--- src/rtl/core/lrupr_pkg.sv ---
package lrupr_pkg;

	// Frame store geometry
	localparam int FRAMES    = 8;
	localparam int PAGE_BITS = 8;
	localparam int FRAME_W   = (FRAMES > 1) ? $clog2(FRAMES) : 1;
	localparam int RANK_W    = FRAME_W;
	localparam int CFG_W     = 4;
	localparam int FAULT_W   = 16;
	localparam int OUT_FRAME_W = 3;

	localparam logic [RANK_W-1:0]  RANK_MAX  = RANK_W'(FRAMES - 1);
	localparam logic [FAULT_W-1:0] FAULT_MAX = {FAULT_W{1'b1}};
	localparam logic [CFG_W-1:0]   CFG_RESET = CFG_W'(3);

	typedef logic [PAGE_BITS-1:0] page_t;
	typedef logic [FRAME_W-1:0]   fidx_t;
	typedef logic [RANK_W-1:0]    rank_t;
	typedef logic [FAULT_W-1:0]   fault_t;
	typedef logic [FRAMES-1:0]    fmask_t;

	// Outcome of one reference lookup
	typedef struct packed {
		logic  hit;
		fidx_t frame;
		logic  ev_valid;
		page_t ev_page;
	} decision_t;

endpackage

--- src/rtl/core/lrupr_lookup.sv ---
module lrupr_lookup (
	input  lrupr_pkg::page_t     page,
	input  lrupr_pkg::page_t     pages [lrupr_pkg::FRAMES],
	input  lrupr_pkg::fmask_t    valid,
	input  lrupr_pkg::rank_t     ranks [lrupr_pkg::FRAMES],
	input  lrupr_pkg::fmask_t    act,
	output lrupr_pkg::decision_t dec
);

	lrupr_pkg::fmask_t hit_vec;
	lrupr_pkg::fmask_t empty_vec;
	lrupr_pkg::fidx_t  hit_idx;
	lrupr_pkg::fidx_t  empty_idx;
	lrupr_pkg::fidx_t  victim_idx;
	lrupr_pkg::rank_t  best;

	// Parallel tag compare and empty-frame detect
	always_comb begin
		for (int i = 0; i < lrupr_pkg::FRAMES; i++) begin
			hit_vec[i]   = act[i] && valid[i] && (pages[i] == page);
			empty_vec[i] = act[i] && !valid[i];
		end
	end

	// Lowest-numbered hit and lowest-numbered empty frame
	always_comb begin
		hit_idx   = '0;
		empty_idx = '0;
		for (int i = lrupr_pkg::FRAMES - 1; i >= 0; i--) begin
			if (hit_vec[i]) hit_idx = lrupr_pkg::FRAME_W'(i);
			if (empty_vec[i]) empty_idx = lrupr_pkg::FRAME_W'(i);
		end
	end

	// Oldest active frame; ties go to the lowest index
	always_comb begin
		best       = '0;
		victim_idx = '0;
		for (int i = 0; i < lrupr_pkg::FRAMES; i++) begin
			if (act[i] && (ranks[i] > best)) begin
				best       = ranks[i];
				victim_idx = lrupr_pkg::FRAME_W'(i);
			end
		end
	end

	// Hit, fill or evict
	always_comb begin
		dec = '0;
		if (|hit_vec) begin
			dec.hit   = 1'b1;
			dec.frame = hit_idx;
		end else if (|empty_vec) begin
			dec.frame = empty_idx;
		end else begin
			dec.frame    = victim_idx;
			dec.ev_valid = 1'b1;
			dec.ev_page  = pages[victim_idx];
		end
	end

endmodule

--- src/rtl/core/lrupr_state.sv ---
module lrupr_state (
	input  logic                 clk,
	input  logic                 arst_n,
	input  logic                 upd,
	input  lrupr_pkg::page_t     page,
	input  lrupr_pkg::decision_t dec,
	input  lrupr_pkg::fmask_t    act,
	output lrupr_pkg::page_t     pages [lrupr_pkg::FRAMES],
	output lrupr_pkg::fmask_t    valid,
	output lrupr_pkg::rank_t     ranks [lrupr_pkg::FRAMES],
	output lrupr_pkg::fault_t    fault_next
);

	lrupr_pkg::page_t  pages_q [lrupr_pkg::FRAMES];
	lrupr_pkg::fmask_t valid_q;
	lrupr_pkg::rank_t  ranks_q [lrupr_pkg::FRAMES];
	lrupr_pkg::fault_t fault_q;
	lrupr_pkg::rank_t  old_rank;
	lrupr_pkg::rank_t  ranks_d [lrupr_pkg::FRAMES];

	assign pages = pages_q;
	assign valid = valid_q;
	assign ranks = ranks_q;

	// Saturating fault count, including the current miss
	assign fault_next = (!dec.hit && (fault_q != lrupr_pkg::FAULT_MAX)) ?
		fault_q + lrupr_pkg::FAULT_W'(1) : fault_q;

	// Touched frame goes to rank 0; younger active frames age by one
	always_comb begin
		old_rank = valid_q[dec.frame] ? ranks_q[dec.frame] : lrupr_pkg::RANK_MAX;
		for (int i = 0; i < lrupr_pkg::FRAMES; i++) begin
			ranks_d[i] = ranks_q[i];
			if (lrupr_pkg::FRAME_W'(i) == dec.frame) begin
				ranks_d[i] = '0;
			end else if (act[i] && valid_q[i] && (ranks_q[i] < old_rank) &&
					(ranks_q[i] < lrupr_pkg::RANK_MAX)) begin
				ranks_d[i] = ranks_q[i] + lrupr_pkg::RANK_W'(1);
			end
		end
	end

	// Frame table update on each committed reference
	always_ff @(posedge clk or negedge arst_n) begin
		if (!arst_n) begin
			valid_q <= '0;
			fault_q <= '0;
			for (int i = 0; i < lrupr_pkg::FRAMES; i++) begin
				pages_q[i] <= '0;
				ranks_q[i] <= '0;
			end
		end else if (upd) begin
			valid_q[dec.frame] <= 1'b1;
			pages_q[dec.frame] <= page;
			fault_q            <= fault_next;
			ranks_q            <= ranks_d;
		end
	end

endmodule

--- src/rtl/core/lru_page_replacement.sv ---
// A word accepted into the input register is presented on the outputs once it moves into the result register.
// Throughput: one reference per cycle while out_stall does not hold a result; lookup, rank update
// and result capture all complete between the input and output registers.
// Reset (arst_n low, asynchronous): all frames empty, ranks and fault count zero,
// frames_in_use back to 3, no word held in either register.
module lru_page_replacement (
	input  logic                               clk,
	input  logic                               arst_n,
	input  logic                               cfg_valid,
	output logic                               cfg_ready,
	input  logic [lrupr_pkg::CFG_W-1:0]        cfg_data,
	input  logic                               in_valid,
	output logic                               in_stall,
	input  logic [lrupr_pkg::PAGE_BITS-1:0]    page,
	output logic                               out_valid,
	input  logic                               out_stall,
	output logic                               hit,
	output logic [lrupr_pkg::OUT_FRAME_W-1:0]  frame,
	output logic                               evicted_valid,
	output logic [lrupr_pkg::PAGE_BITS-1:0]    evicted_page,
	output logic [lrupr_pkg::FAULT_W-1:0]      fault_total
);

	logic [lrupr_pkg::CFG_W-1:0] frames_q;
	lrupr_pkg::fmask_t           act;
	logic                        valid_s1;
	lrupr_pkg::page_t            page_s1;
	logic                        out_free;
	logic                        advance;
	logic                        accept;
	logic                        out_valid_q;
	lrupr_pkg::decision_t        dec;
	lrupr_pkg::page_t            pages [lrupr_pkg::FRAMES];
	lrupr_pkg::fmask_t           fvalid;
	lrupr_pkg::rank_t            ranks [lrupr_pkg::FRAMES];
	lrupr_pkg::fault_t           fault_next;
	logic                        hit_q;
	logic [lrupr_pkg::OUT_FRAME_W-1:0] frame_q;
	logic                        ev_valid_q;
	lrupr_pkg::page_t            ev_page_q;
	lrupr_pkg::fault_t           fault_total_q;

	// Configuration register, always writable
	assign cfg_ready = 1'b1;

	always_ff @(posedge clk or negedge arst_n) begin
		if (!arst_n) begin
			frames_q <= lrupr_pkg::CFG_RESET;
		end else if (cfg_valid && cfg_ready) begin
			frames_q <= cfg_data;
		end
	end

	// Active frames: frame 0 always, others below the configured count
	always_comb begin
		for (int i = 0; i < lrupr_pkg::FRAMES; i++) begin
			act[i] = (i == 0) || (int'(frames_q) > i);
		end
	end

	// Handshake
	assign out_free = !out_valid_q || !out_stall;
	assign advance  = valid_s1 && out_free;
	assign in_stall = valid_s1 && !out_free;
	assign accept   = in_valid && !in_stall;

	// Input register
	always_ff @(posedge clk or negedge arst_n) begin
		if (!arst_n) begin
			valid_s1 <= 1'b0;
		end else if (accept) begin
			valid_s1 <= 1'b1;
		end else if (advance) begin
			valid_s1 <= 1'b0;
		end
	end

	always_ff @(posedge clk) begin
		if (accept) page_s1 <= page;
	end

	lrupr_lookup u_lookup (
		.page  (page_s1),
		.pages (pages),
		.valid (fvalid),
		.ranks (ranks),
		.act   (act),
		.dec   (dec)
	);

	lrupr_state u_state (
		.clk        (clk),
		.arst_n     (arst_n),
		.upd        (advance),
		.page       (page_s1),
		.dec        (dec),
		.act        (act),
		.pages      (pages),
		.valid      (fvalid),
		.ranks      (ranks),
		.fault_next (fault_next)
	);

	// Result register
	always_ff @(posedge clk or negedge arst_n) begin
		if (!arst_n) begin
			out_valid_q <= 1'b0;
		end else if (advance) begin
			out_valid_q <= 1'b1;
		end else if (!out_stall) begin
			out_valid_q <= 1'b0;
		end
	end

	always_ff @(posedge clk) begin
		if (advance) begin
			hit_q         <= dec.hit;
			frame_q       <= lrupr_pkg::OUT_FRAME_W'(dec.frame);
			ev_valid_q    <= dec.ev_valid;
			ev_page_q     <= dec.ev_page;
			fault_total_q <= fault_next;
		end
	end

	assign out_valid     = out_valid_q;
	assign hit           = hit_q;
	assign frame         = frame_q;
	assign evicted_valid = ev_valid_q;
	assign evicted_page  = ev_page_q;
	assign fault_total   = fault_total_q;

endmodule

--- config.mk ---
export PLATFORM = sky130hd
export DESIGN_NAME = lru_page_replacement
export DESIGN_NICKNAME = d
export VERILOG_FILES = /design/src/rtl/core/lrupr_pkg.sv /design/src/rtl/core/lrupr_lookup.sv /design/src/rtl/core/lrupr_state.sv /design/src/rtl/core/lru_page_replacement.sv
export SDC_FILE = /design/constraint.sdc
export NUM_CORES = 1
export LEC_CHECK = 0
export BUFFER_PORTS_ARGS = -buffer_cell sky130_fd_sc_hd__buf_2
export CAP_MARGIN = 30
export CELL_PAD_IN_SITES_DETAIL_PLACEMENT = 1
export CELL_PAD_IN_SITES_GLOBAL_PLACEMENT = 1
export CORE_ASPECT_RATIO = 0.7
export CORE_UTILIZATION = 50
export CTS_CLUSTER_SIZE = 28
export DETAILED_ROUTE_END_ITERATION = 10
export PLACE_DENSITY_LB_ADDON = 0.1
export SETUP_SLACK_MARGIN = 0.4
export SYNTH_ARGS = -nofsm -noshare
export SYNTH_HDL_FRONTEND = slang
export SYNTH_SLANG_ARGS = --single-unit
export TNS_END_PERCENT = 20
--- constraint.sdc ---
create_clock -name clk -period 13.99 [get_ports clk]
set_input_delay 2.798 -clock clk [delete_from_list [all_inputs] [get_ports clk]]
set_output_delay 2.798 -clock clk [all_outputs]
set_load 0.03 [all_outputs]
# Yosys cells after proc, flatten, opt, wreduce, memory -nomap -nowiden
# Cells that the tools add are included.
[word_totals]
output_inout_bits = 32
in_bits = 17
regBits = 155
wordCells = 247
[op_classes]
n_addsub = 9
magnitude_cmp = 36
mux = 69
n_reduce_logical = 86
bitwise = 3
eq_ne = 17
[ops]
columns = ["operator", "count"]
rows = [
  ["two-way mux 3 bit", 48],
  ["bitwise mux 64 bit", 1],
  ["== test 8 bit", 8],
  ["logical AND 1 bit", 51],
  ["adder 3 x 1 -> 3 bit, second input constant", 8],
  ["binary-select mux 8 bit (select 3 bit)", 1],
  ["demux 8 bit (select 3 bit)", 1],
  ["less-than comparator 3 bit", 8],
  ["less-than comparator 3 bit, second input constant", 8],
  ["two-way mux 8 bit", 3],
  ["greater-than comparator 3 bit", 7],
  ["nonzero test 2 bit", 9],
  ["adder 16 x 1 -> 16 bit, second input constant", 1],
  ["greater-than comparator 4 x 3 -> 1 bit, second input constant", 4],
  ["two-way mux 16 bit", 1],
  ["inequality test 16 bit, second input constant", 1],
  ["AND reduction 2 bit", 8],
  ["OR reduction 16 bit", 1],
  ["OR reduction 8 bit", 2],
  ["zero test 1 bit", 13],
  ["== test 3 bit, first input constant", 4],
  ["binary-select mux 3 bit (select 3 bit)", 1],
  ["two-way mux 9 bit", 1],
  [">= comparator 4 bit, second input constant", 2],
  ["17 further kinds", 28],
]

# Depth between registers and ports, before layout
# Gate-level depths: netlist of run 1.
[logic_depth]
depth_word = 35
ltp_mapped = 62
depth_no_buf = 61

# Cells and area by module
# From an unflattened synthesis of run 1, not the netlist that was laid out.
[hier_totals]
hier_cells = 918
area_unflattened_um2 = 9794.4
[modules_own_cells]
columns = ["mod", "seq_area_each_um2", "n_inst", "area_each_um2", "cells_each"]
rows = [
  ["lrupr_state", 2802.7, 1, 5672.9, 499],
  ["lrupr_lookup", 0.0, 1, 2710.1, 356],
  ["lru_page_replacement", 1263.7, 1, 1411.4, 63],
]

# Worst setup path before layout of run 1
# No wires, ideal clock.
[synth_timing]
path_kind = "reg-to-reg"
start = "register u_state.ranks_q (netlist bit u_state.ranks[21])"
end = "register u_state.ranks_q (netlist bit u_state.ranks[22])"
path_buffers = 2
arrival_time_ps = 10957
path_slack_ps = 2905
stages_incl_launch_ff = 53
t_required_ps = 13862
path_cell_list = "dfrtp_1 inv_1 ha_1 a21o_1 ha_1 nand3b_1 nand2_1 nand2_1 o21ai_0 ha_1 nor2_1 o21a_1 o21a_1 nor2_1 a21oi_1 ha_1 o21ai_0 o2111a_1 [17 not listed] a31oi_1 o21a_1 mux2_2 ha_1 nor2b_1 o21a_1 o21a_1 nor2_1 nand4_1 a211o_4 nand2_2 buf_6 mux4_2 o2bb2ai_1 buf_4 a311oi_2 a22oi_2 mux2_1"
[synth_between]
elab_chain_len = 35
word_cells_on_any_way = 48
classes_between = "add/sub (1); order compare (10); mux (24); bitwise (1); reduce/logical (12)"
[synth_rtl]
columns = ["element", "line_no", "source"]
rows = [
  ["start: declaration", "lrupr_state.sv:16", "lrupr_pkg::rank_t ranks_q [lrupr_pkg::FRAMES];"],
  ["start signal: assignment", "lrupr_state.sv:56", "ranks_q <= ranks_d;"],
  ["greater-than comparator 3 x 1 -> 1 bit", "lrupr_lookup.sv:40", "if (act[i] && (ranks[i] > best)) begin"],
  ["two-way mux 3 bit", "lrupr_lookup.sv:40", ""],
  ["greater-than comparator 3 bit", "lrupr_lookup.sv:40", ""],
  ["logical AND 1 bit", "lrupr_lookup.sv:40", ""],
  ["two-way mux 3 bit", "lrupr_lookup.sv:40", ""],
  ["greater-than comparator 3 bit", "lrupr_lookup.sv:40", ""],
  ["logical AND 1 bit", "lrupr_lookup.sv:40", ""],
  ["two-way mux 3 bit", "lrupr_lookup.sv:40", ""],
  ["[17 not listed]", "--", ""],
  ["NOT 3 -> 4 bit (implied by the code)", "lrupr_state.sv:31", "old_rank = valid_q[dec.frame] ? ranks_q[dec.frame] : lrupr_pkg::RANK_MAX;"],
  ["binary-select mux 3 bit (select 3 bit)", "lrupr_state.sv:31", ""],
  ["two-way mux 3 bit (implied by the code) (2 in a row)", "lrupr_state.sv:31", ""],
  ["two-way mux 3 bit", "lrupr_state.sv:31", ""],
  ["less-than comparator 3 bit", "lrupr_state.sv:36", "end else if (act[i] && valid_q[i] && (ranks_q[i] < old_rank) &&"],
  ["logical AND 1 bit (2 in a row)", "lrupr_state.sv:36", ""],
  ["nonzero test 2 bit (no line)", "--", ""],
  ["AND reduction 2 bit (no line)", "--", ""],
]
# Parallel ways exist; a longest one is shown, timed or not. The select of a mux whose other input is x is not followed.
# A chain may end at the register's enable or synchronous reset.

# Worst setup path in the final report of run 1
[layout_timing]
start = "register u_state.ranks_q (netlist bit u_state.ranks[22])"
end = "register u_state.ranks_q (netlist bit u_state.ranks[22])"
# The elaborated chain is that of the path after synthesis.

==> implementation parameters, run 1 <==
Parameter                              Value

Outcome
  Run status    complete, no violations

Final layout
  Share of cells above drive strength 1    25.7%
  Synth-to-layout area growth    12.8%
  Number of diodes    0
  Number of fill cells    2,040
  Final core occ    57.9%
  Post-route standard cell area excluding fillers    0.0110 mm²
  Final net count    1,011

STA
  Final setup violation count    0
  Fraction of the cycle the final worst path needs    93.8%
  Final min period    around 13 ns
  Normalized max-slew margin    32.5%
  Actual transition at the worst max-transition pin    between 1 and 1.5 ns
  Maximum achievable frequency    approximately 0.076 GHz
  Clock skew    0.0111 ns
  RSZ-0062 raised after global routing    no
  Final TNS setup    0 ns
  Hold Violations, Final    0
  Final-report max-slew violation count    0

Placed design
  I/O Buffers    47
  GPL Wtd Cong    between 0.9 and 1
  Final HPWL from detailed placement    around 21 mm
  Cell area after placement    0.0102 mm²

Routing
  Met2 layer wire length in the routed design    13.2 mm
  DR iter-0 viols    792
  Routed length per placed instance    23.8 µm
  Met1 Routed Length    13.7 mm
  Detail Route met3 WL    2.30 mm
  Vias    7,874
  Final ANT Viol Nets    0
  Routed wire length    29.7 mm
  Top metal layer carrying routed signals    met4
  Average vias per placed instance    6.31
  Number of optimization iterations in the first detailed-route pass    5
  DRC violation count after routing    0

Synthesis
  Area share of xor/xnor cells in the synthesized design    8.26%
  Adder and majority gate portion of the synthesized area    3.27%
  Proportion of synthesized chip area in sequential cells    41.7%
  Net count after synthesis    962
  Average size of a mapped cell    10.6 µm²
  Syn Std Cell Area    0.00976 mm²
  Synthesized-area fraction occupied by ao, oa, aoi and oai cells    15.6%
  Post-synthesis instance total    just over 900
  Main combinational cell family by area after synthesis    compound AO/OA/AOI/OAI gates
  Warning count from the yosys run    0
  Ys flop type    sky130_fd_sc_hd__dfrtp_1
  Synth Register Bits    155
  Simple-Gate Fraction of Synth Area    12.5%
  Post-synthesis cell type count    100
  Share of synthesized registers carrying an async set or reset    around 76%
  Number of synthesized flops with an enable pin    37
  Share of synthesized area spent on multiplexers    14.3%

Job
  Maximum Capacitance Violations    0

Clock network
  CTS tree    yes
  Bufs on Longest Clock Path    2
  CTS root buffer    sky130_fd_sc_hd__clkbuf_16
  H-tree depth    4
  Total clock buffers created by CTS    17
  Number of buffers inserted for hold repair after clock tree synthesis    0
  Clock latency on the worst-skew pair    0.44 ns
  Clock Sinks    155
  Clk slew on worst S/H paths    0.07 ns

Floorplanning
  Core Box Area    0.0190 mm²
  IO Pins    49
  Initial Utilization    51.3%
  Horiz. Die Dim    169 µm
  Area enclosed by the die boundary    about 0.02 mm²
  Die outline height    between 100 and 150 µm
  Standard-cell rows    42

Critical path
  Crit Path Category    reg -> reg
  Worst setup EP type    register
  Worst stage delay on the critical path    0.46 ns
  Element type at the critical path start    register
  Endpoint required time on the critical path    14.31 ns
  Data arrival time at the worst-slack endpoint    13.44 ns
  Cell seen most often among critical-path stages    sky130_fd_sc_hd__ha_1
  Critical Path Fanout Max    8
  Slowest CP cell    sky130_fd_sc_hd__dfrtp_1

Global route
  Global-route wire length before repair    45.6 mm
  Number of global-route vias before repair    8,052
  GRT Util Overall    30.0%
  Sum of overflow across all layers after global routing    0
  Maximum number of pins on one net before global-route repair    slightly above 60
  Number of antenna violations at the first check in global routing    0

Min path
  Hold crit path type    reg -> reg
[worst max-delay path, delay by kind of cell (launching register included)]
kind / cells / cell delay [ns]
compound gates: 24 / 4.94
fa+ha+maj: 8 / 2.37
buf+inv: 4 / 0.83
flops: 1 / 0.46
mux: 3 / 0.97
simple gates: 20 / 3.43
[synthesized netlist by cell type, types with 10 or more instances]
master                     instances  area, µm²
sky130_fd_sc_hd__dfrtp_1         116       2900
sky130_fd_sc_hd__nand2_1          84        315
sky130_fd_sc_hd__mux2_2           72        811
sky130_fd_sc_hd__xnor2_1          57        499
sky130_fd_sc_hd__o21ai_0          52        260
sky130_fd_sc_hd__inv_1            46        173
sky130_fd_sc_hd__nor2_1           46        173
sky130_fd_sc_hd__edfxtp_1         37       1110
sky130_fd_sc_hd__xor2_1           35        307
sky130_fd_sc_hd__nand3_1          31        155
sky130_fd_sc_hd__a21oi_1          28        140
sky130_fd_sc_hd__ha_1             23        288
sky130_fd_sc_hd__mux4_2           17        383
sky130_fd_sc_hd__nand4_1          17        106
sky130_fd_sc_hd__buf_2            15       75.1
sky130_fd_sc_hd__mux2i_1          14        140
sky130_fd_sc_hd__clkbuf_1         12       45.0
sky130_fd_sc_hd__nor3_1           10       50.1
[final timing paths]
kind,from,end,slack [ns],cells past startpoint
setup / recovery,u_state.ranks[22],u_state.ranks[22],0.86,59
hold / removal,valid_s1,out_valid,0.52,1
setup reg to reg,u_state.ranks[22],u_state.ranks[22],0.86,59
hold reg to reg,valid_s1,out_valid,0.52,1
max in group asynchronous,arst_n,u_state.pages[60],10.21,2
min in group asynchronous,arst_n,u_state.ranks[6],2.45,1
[stage by stage]
stage          hold WS (ns)  instances  setup WS [ns]
3_3_place_gp          0.475       1195           1.18
6_report              0.517       1247          0.862
5_1_grt               0.536       1247          0.272
3_5_place_dp          0.501       1199          0.320
4_1_cts               0.520       1230          0.308
2_1_floorplan         0.457        922           2.91
[final cells by class]
class / instances / area, µm² / area share (%)
well taps: 264 / 330 / 3.00
flip-flops and latches: 155 / 4070 / 36.9
repair buffers: 73 / 459 / 4.17
clock buffers: 17 / 425 / 3.87
inverters: 49 / 189 / 1.72
multi-input cells: 675 / 5380 / 48.9
clock inverters: 14 / 151 / 1.38
[state kept, by name, summed over array words and instances (netlist names), 3 cells and up]
name             cells
u_state.valid        8
page_s1              8
frames_q             4
evicted_page         8
u_state.fault_q     16
u_state.pages       64
fault_total         16
frame                3
u_state.ranks       24
[cell families after synthesis]
group	Yosys count
buffers and inverters	93
adder cells (fa/ha/maj)	26
AND/OR/NAND/NOR	247
flip-flops	155
other	1
multiplexers	108
AO/OA/AOI/OAI	200
XOR/XNOR	92
[cell usage in the layout (no fill, tap or decap), types with 13 or more instances in the layout]
master                      synthesis  layout
sky130_fd_sc_hd__nand2_1           84      84
sky130_fd_sc_hd__mux2i_1           14      13
sky130_fd_sc_hd__nand3_1           31      31
sky130_fd_sc_hd__a21oi_1           28      28
sky130_fd_sc_hd__nand4_1           17      17
sky130_fd_sc_hd__edfxtp_1          37      37
sky130_fd_sc_hd__buf_2             15      47
sky130_fd_sc_hd__inv_1             46      46
sky130_fd_sc_hd__dfrtp_1          116     116
sky130_fd_sc_hd__xor2_1            35      35
sky130_fd_sc_hd__clkbuf_16          0      17
sky130_fd_sc_hd__mux4_2            17      17
sky130_fd_sc_hd__o21ai_0           52      48
sky130_fd_sc_hd__ha_1              23      23
sky130_fd_sc_hd__xnor2_1           57      57
sky130_fd_sc_hd__nor2_1            46      44
sky130_fd_sc_hd__mux2_2            72      72
sky130_fd_sc_hd__buf_4              7      23
[layer usage]
metal  global-route usage, %  vias up
met3                    5.98       43
met2                    45.1      305
li1                        -     3483
met5                       0        -
met1                    44.2     4043
met4                    7.66        0
[timing repair]
item	4_1_cts	5_1_grt
setup endpoints to repair	7	49
resized for setup	1	21
buffers inserted	0	16
pin swaps	0	6
hold endpoints to repair	0	0
gates cloned	0	1
Power of run 1 is not shown: default switching activity piles up to over one toggle a cycle in this logic, so the estimate is an artifact.
==> inputs of run 2 (changes only) <==
Settings changed: SYNTH_HIERARCHICAL set to 1.
==> implementation parameters, run 2 <==
Parameter                              Value

Critical path
  Worst flop-to-flop path startpoint    u_state/ranks[23]
  Slowest CP cell    sky130_fd_sc_hd__dfrtp_1
  Data arrival time at the worst-slack endpoint    13.16 ns (-0.28 ns)
  Startpoint of the worst setup timing path    u_state/ranks[23]
  Critical Path Fanout Max    24 (+16)
  Endpoint required time on the critical path    14.33 ns (+0.02 ns)
  Worst stage delay on the critical path    0.51 ns (+0.05 ns)
  Worst setup EP type    register
  Crit Path Category    reg -> reg
  Element type at the critical path start    register

Global route
  GRT Util Overall    29.5% (-0.42 points)
  Number of antenna violations at the first check in global routing    0 (unchanged)
  Number of global-route vias before repair    7,924 (-1.6%)
  Global-route wire length before repair    45.4 mm (-0.50%)
  Maximum number of pins on one net before global-route repair    64 (+3.2%)
  Sum of overflow across all layers after global routing    0 (unchanged)

Clock network
  Bufs on Longest Clock Path    2 (unchanged)
  Total clock buffers created by CTS    17 (unchanged)
  Clock latency on the worst-skew pair    0.43 ns (about the same)
  CTS tree    yes
  CTS root buffer    sky130_fd_sc_hd__clkbuf_16
  H-tree depth    4 (unchanged)
  Number of buffers inserted for hold repair after clock tree synthesis    0 (unchanged)
  Clk slew on worst S/H paths    0.07 ns (about the same)
  Clock Sinks    155 (unchanged)

STA
  Final hold slack    0.508 ns (-0.00881 ns)
  Clock skew    0.0120 ns (+0.000900 ns)
  Final-report max-slew violation count    0 (unchanged)
  Final TNS setup    0 ns (unchanged)
  Final setup violation count    0 (unchanged)
  Final min period    12.81 ns (-0.314 ns)
  RSZ-0062 raised after global routing    no
  Actual transition at the worst max-transition pin    0.904 ns (-0.108 ns)
  Hold Violations, Final    0 (unchanged)
  Maximum achievable frequency    0.0780 GHz (+2.4%)
  Normalized max-slew margin    39.8% (+7.2 points)
  Fraction of the cycle the final worst path needs    91.6% (-2.2 points)
  Worst-case setup margin in the final layout    1.18 ns (+0.314 ns)

Placed design
  Setup slack after placement    0.732 ns (+0.413 ns)
  GPL Wtd Cong    0.867 (-11%)
  Final HPWL from detailed placement    20.1 mm (-6.2%)
  I/O Buffers    47 (unchanged)

Floorplanning
  Core Box Area    0.0190 mm² (unchanged)
  Horiz. Die Dim    169 µm (+0.18%)
  Die outline height    119 µm (+0.19%)
  Area enclosed by the die boundary    0.0202 mm² (+0.37%)
  IO Pins    49 (unchanged)
  Initial Utilization    51.5% (+0.19 points)
  Standard-cell rows    42 (unchanged)

Job
  Maximum Capacitance Violations    0 (unchanged)

Synthesis
  Proportion of synthesized chip area in sequential cells    41.5% (-0.15 points)
  Synth Register Bits    155 (unchanged)
  Area share of the largest cell type after synthesis    29.6% (-0.11 points)
  Share of synthesized registers carrying an async set or reset    76.1% (unchanged)
  Number of synthesized flops with an enable pin    37 (unchanged)
  Dominant cell by count in the synthesized netlist    sky130_fd_sc_hd__dfrtp_1
  Average size of a mapped cell    10.7 µm² (+0.81%)
  Syn Std Cell Area    0.00979 mm² (+0.37%)
  Post-synthesis instance total    918 (-0.43%)
  Top post-synthesis cells by area    sky130_fd_sc_hd__dfrtp_1 30%, sky130_fd_sc_hd__edfxtp_1 11%, sky130_fd_sc_hd__mux2_2 7.6%
  Warning count from the yosys run    6 (+6)
  Cell accounting for the most synthesized area    sky130_fd_sc_hd__dfrtp_1
  Ys flop type    sky130_fd_sc_hd__dfrtp_1
  Top post-synthesis cells by count    116 x sky130_fd_sc_hd__dfrtp_1, 94 x sky130_fd_sc_hd__nand2_1, 66 x sky130_fd_sc_hd__mux2_2
  Post-synthesis cell type count    94 (-6.0%)

Routing
  DRC violation count after routing    0 (unchanged)
  Routed wire length    28.7 mm (-3.4%)
  Routed length per placed instance    23.2 µm (-2.6%)
  Average vias per placed instance    6.17 (-2.3%)
  Number of optimization iterations in the first detailed-route pass    5 (unchanged)
  Final ANT Viol Nets    0 (unchanged)
  DR iter-0 viols    599 (-24%)
  Vias    7,626 (-3.1%)

Min path
  Origin of the worst min-delay path    valid_s1
  Hold crit path type    reg -> reg

Final layout
  Area of the multi-input gates    0.00548 mm² (+1.7%)
  Final net count    998 (-1.3%)
  Final core occ    57.5% (-0.34 points)
  Most frequent cells in the layout    116 x sky130_fd_sc_hd__dfrtp_1, 94 x sky130_fd_sc_hd__nand2_1, 66 x sky130_fd_sc_hd__mux2_2
  Number of fill cells    2,081 (+2.0%)
  Max FFs per register    64 (unchanged)
  Most frequent standard cell in the layout excluding fill and tap cells    sky130_fd_sc_hd__dfrtp_1
  Synth-to-layout area growth    11.7%
  Storage cell area    0.00407 mm² (unchanged)
  Share of cells above drive strength 1    22.3% (-3.4 points)
  Number of diodes    0 (unchanged)

Outcome
  Run status    complete, no violations
==> run 2: kinds of logic (layout without fill, tap and decap cells) <==
| family | Yosys count | after routing | synth area share (%) |
|---|---|---|---|
| compound gates | 162 | 163 | 14.2 |
| xor+xnor | 94 | 94 | 8.41 |
| fa+ha+maj | 22 | 22 | 2.81 |
| buf+inv | 67 | 113 | 3.41 |
| flops | 155 | 155 | 41.5 |
| mux | 112 | 112 | 13.0 |
| other cells | 1 | 8 | 0.0383 |
| simple gates | 305 | 305 | 16.5 |
==> run 2: routing by layer <==
layer | global-route usage, % | share of wire, % | vias to the layer above
met5 | 0 | 0 | -
li1 | - | - | 3462
met2 | 44.3 | 45 | 201
met4 | 8.11 | 1.7 | 0
met3 | 5.75 | 5.0 | 34
met1 | 43.4 | 48 | 3929
==> run 2: timing repair <==
| item | in CTS | in global routing |
|---|---|---|
| setup buffers | 0 | 4 |
| setup endpoints to repair | 0 | 54 |
| gates resized for setup | 0 | 7 |
| hold endpoints to repair | 0 | 0 |
==> run 2: worst max-delay path: cells and delay by family (launching register included) <==
kind / cells / cell delay (ns)
adders and majority gates: 7 / 2.05
and+or+nand+nor: 15 / 2.40
muxes: 5 / 1.55
DFF: 1 / 0.51
buffers and inverters: 4 / 0.60
AOI/OAI and AO/OA: 22 / 5.56
==> run 2: final timing paths <==
kind                                       end  slack (ns)  depth (start not counted)
min in group asynchronous  u_state/fault_q[15]        2.45                          1
setup / recovery             u_state/ranks[13]        1.18                         53
setup reg to reg             u_state/ranks[13]        1.18                         53
hold reg to reg                      out_valid        0.51                          1
max in group asynchronous    u_state/pages[10]       10.21                          2
hold / removal                       out_valid        0.51                          1
==> run 2: per-stage QoR <==
step,cell area [µm²],std cells
finish,10900,1236
global route,10900,1236
CTS,10900,1231
detailed placement,10200,1199
global placement,10200,1198
floorplan,9820,925
==> run 2: layout make-up <==
type | instances | share of cell area [%]
inverters | 21 | 0.720
repair buffers | 60 | 3.06
flip-flops and latches | 155 | 37.2
clock inverters | 14 | 2.06
multi-input cells | 704 | 50.0
well taps | 264 | 3.02
clock buffers | 18 | 3.92
Power of run 2 is left out for the same reason.
==> inputs of run 3 (changes only) <==
Clock period 13.99 ns to 13.3 ns, I/O delays scaled along.
==> implementation parameters, run 3 (synthesis results as in run 2) <==
Parameter                              Value

STA
  Final min period    12.44 ns (-0.373 ns)
  Hold Violations, Final    0 (unchanged)
  Fraction of the cycle the final worst path needs    93.5% (+1.9 points)
  Final-report max-slew violation count    0 (unchanged)
  RSZ-0062 raised after global routing    no
  Maximum achievable frequency    0.0804 GHz (+3.0%)
  Normalized max-slew margin    43.5% (+3.7 points)
  Actual transition at the worst max-transition pin    0.843 ns (-0.0606 ns)
  Clock skew    0.0145 ns (+0.00249 ns)
  Final TNS setup    0 ns (unchanged)
  Final setup violation count    0 (unchanged)

Floorplanning
  Area enclosed by the die boundary    0.0202 mm² (unchanged)
  Core Box Area    0.0190 mm² (unchanged)
  IO Pins    49 (unchanged)
  Die outline height    119 µm (unchanged)
  Standard-cell rows    42 (unchanged)
  Horiz. Die Dim    169 µm (unchanged)
  Initial Utilization    51.5% (unchanged)

Min path
  Origin of the worst min-delay path    valid_s1
  Hold Path Depth    1 (unchanged)
  Endpoint of the worst hold-timing path    out_valid
  Hold crit path type    reg -> reg

Global route
  Routing layer with the top usage in global route    met2
  Global-route wire length before repair    45.8 mm (+0.80%)
  M1 GR Usage    43.0% (-0.41 points)
  GRT Util Overall    30.2% (+0.64 points)
  Number of antenna violations at the first check in global routing    1 (+1)
  Met2 track utilization from global routing    45.9% (+1.6 points)
  Global-route met3 utilization    7.01% (+1.3 points)
  Maximum number of pins on one net before global-route repair    72 (+13%)
  Number of global-route vias before repair    7,950 (+0.33%)
  Sum of overflow across all layers after global routing    0 (unchanged)

Critical path
  Worst setup EP type    register
  Crit Path Category    reg -> reg
  Worst stage delay on the critical path    0.50 ns (about the same)
  Endpoint required time on the critical path    13.61 ns (-0.72 ns)
  Element type at the critical path start    register
  Worst flop-to-flop path startpoint    u_state/ranks[23]
  Slowest CP cell    sky130_fd_sc_hd__mux4_2
  Capture point of the worst reg-to-reg path    u_state/ranks[6]
  Register-to-Register Path Depth    56 (+5.7%)
  Data arrival time at the worst-slack endpoint    12.75 ns (-0.41 ns)
  Reg2reg setup slack    0.86 ns (-0.32 ns)
  Cell seen most often among critical-path stages    sky130_fd_sc_hd__ha_1
  Critical Path Fanout Max    13 (-46%)

Clock network
  CTS tree    yes
  Clock latency on the worst-skew pair    0.45 ns (+0.02 ns)
  Number of buffers inserted for hold repair after clock tree synthesis    0 (unchanged)
  Total clock buffers created by CTS    17 (unchanged)
  Clk slew on worst S/H paths    0.07 ns (about the same)
  Clock Sinks    155 (unchanged)
  H-tree depth    4 (unchanged)
  CTS root buffer    sky130_fd_sc_hd__clkbuf_16
  Bufs on Longest Clock Path    2 (unchanged)

Final layout
  Number of diodes    0 (unchanged)
  Final core occ    58.4% (+0.92 points)
  Most frequent standard cell in the layout excluding fill and tap cells    sky130_fd_sc_hd__dfrtp_1
  Max FFs per register    64 (unchanged)
  Synth-to-layout area growth    13.5%
  Most frequent cells in the layout    115 x sky130_fd_sc_hd__dfrtp_1, 94 x sky130_fd_sc_hd__nand2_1, 66 x sky130_fd_sc_hd__mux2_2
  Share of cells above drive strength 1    24.2% (+1.9 points)
  Final net count    1,010 (+1.2%)

Routing
  Number of optimization iterations in the first detailed-route pass    5 (unchanged)
  DRC violation count after routing    0 (unchanged)
  Vias    7,789 (+2.1%)
  Average vias per placed instance    6.24 (+1.2%)
  Final ANT Viol Nets    0 (unchanged)
  Routed wire length    29.3 mm (+2.0%)
  DR iter-0 viols    689 (+15%)
  Routed length per placed instance    23.5 µm (+1.0%)

Job
  Maximum Capacitance Violations    0 (unchanged)

Outcome
  Run status    complete, no violations

Placed design
  GPL Wtd Cong    0.889 (+2.6%)
  I/O Buffers    47 (unchanged)
  Final HPWL from detailed placement    20.7 mm (+2.8%)
## run 3: changes by cell type in the layout (fill, tap and decap cells not counted), sizes merged
cell    delta
inv        -5
mux2i      +1
clkbuf     +1
buf       +11
clkinv     +4
## run 3: what timing repair did
item,4_1_cts,5_1_grt
resized for setup,6,18
pin swaps,1,2
cloned,1,1
setup endpoints to repair,24,93
setup buffers,2,7
## run 3: worst max-delay path by stage
stage | from | to | slack [ns] | cells past startpoint
final | u_state/ranks[23] | u_state/ranks[6] | 0.86 | 56
after global routing | u_state/ranks[23] | u_state/ranks[17] | 0.24 | 55
after CTS | u_state/ranks[23] | u_state/ranks[3] | 0.42 | 53
after detailed placement | u_state/ranks[23] | u_state/ranks[17] | 0.08 | 53
after global placement | u_state/ranks[23] | u_state/ranks[17] | 0.62 | 53
after floorplan | u_state/ranks[23] | u_state/ranks[17] | 1.57 | 57
## run 3: layout make-up
type	instances	area, µm²
clock buffer	19	443
clock inverter	13	171
fill	2030	7910
inverter	21	78.8
multi-input combinational	705	5590
sequential	155	4070
tap	264	330
timing repair buffer	71	438
## run 3: routing by layer
layer,wire [µm],vias to the layer above
met2,13300,238
met1,13800,4037
met4,442,0
li1,-,3478
met5,0,-
met3,1780,36
## run 3: critical path, delay by kind of cell (launching register included)
family	cells	cell delay, ns
adder cells (fa/ha/maj)	7	2.05
flip-flops	1	0.47
buffers and inverters	5	0.86
AO/OA/AOI/OAI	24	4.85
multiplexers	5	1.80
AND/OR/NAND/NOR	15	2.27
## run 3: through the flow
step / std cells / hold slack, ns / cell area (µm²) / worst slack (ns)
2_1_floorplan: 925 / 0.443 / 9820 / 1.57
3_5_place_dp: 1204 / 0.482 / 10300 / 0.0751
5_1_grt: 1248 / 0.545 / 11100 / 0.244
6_report: 1248 / 0.507 / 11100 / 0.859
4_1_cts: 1239 / 0.507 / 10900 / 0.424
3_3_place_gp: 1204 / 0.462 / 10300 / 0.616
Power of run 3 is left out for the same reason.
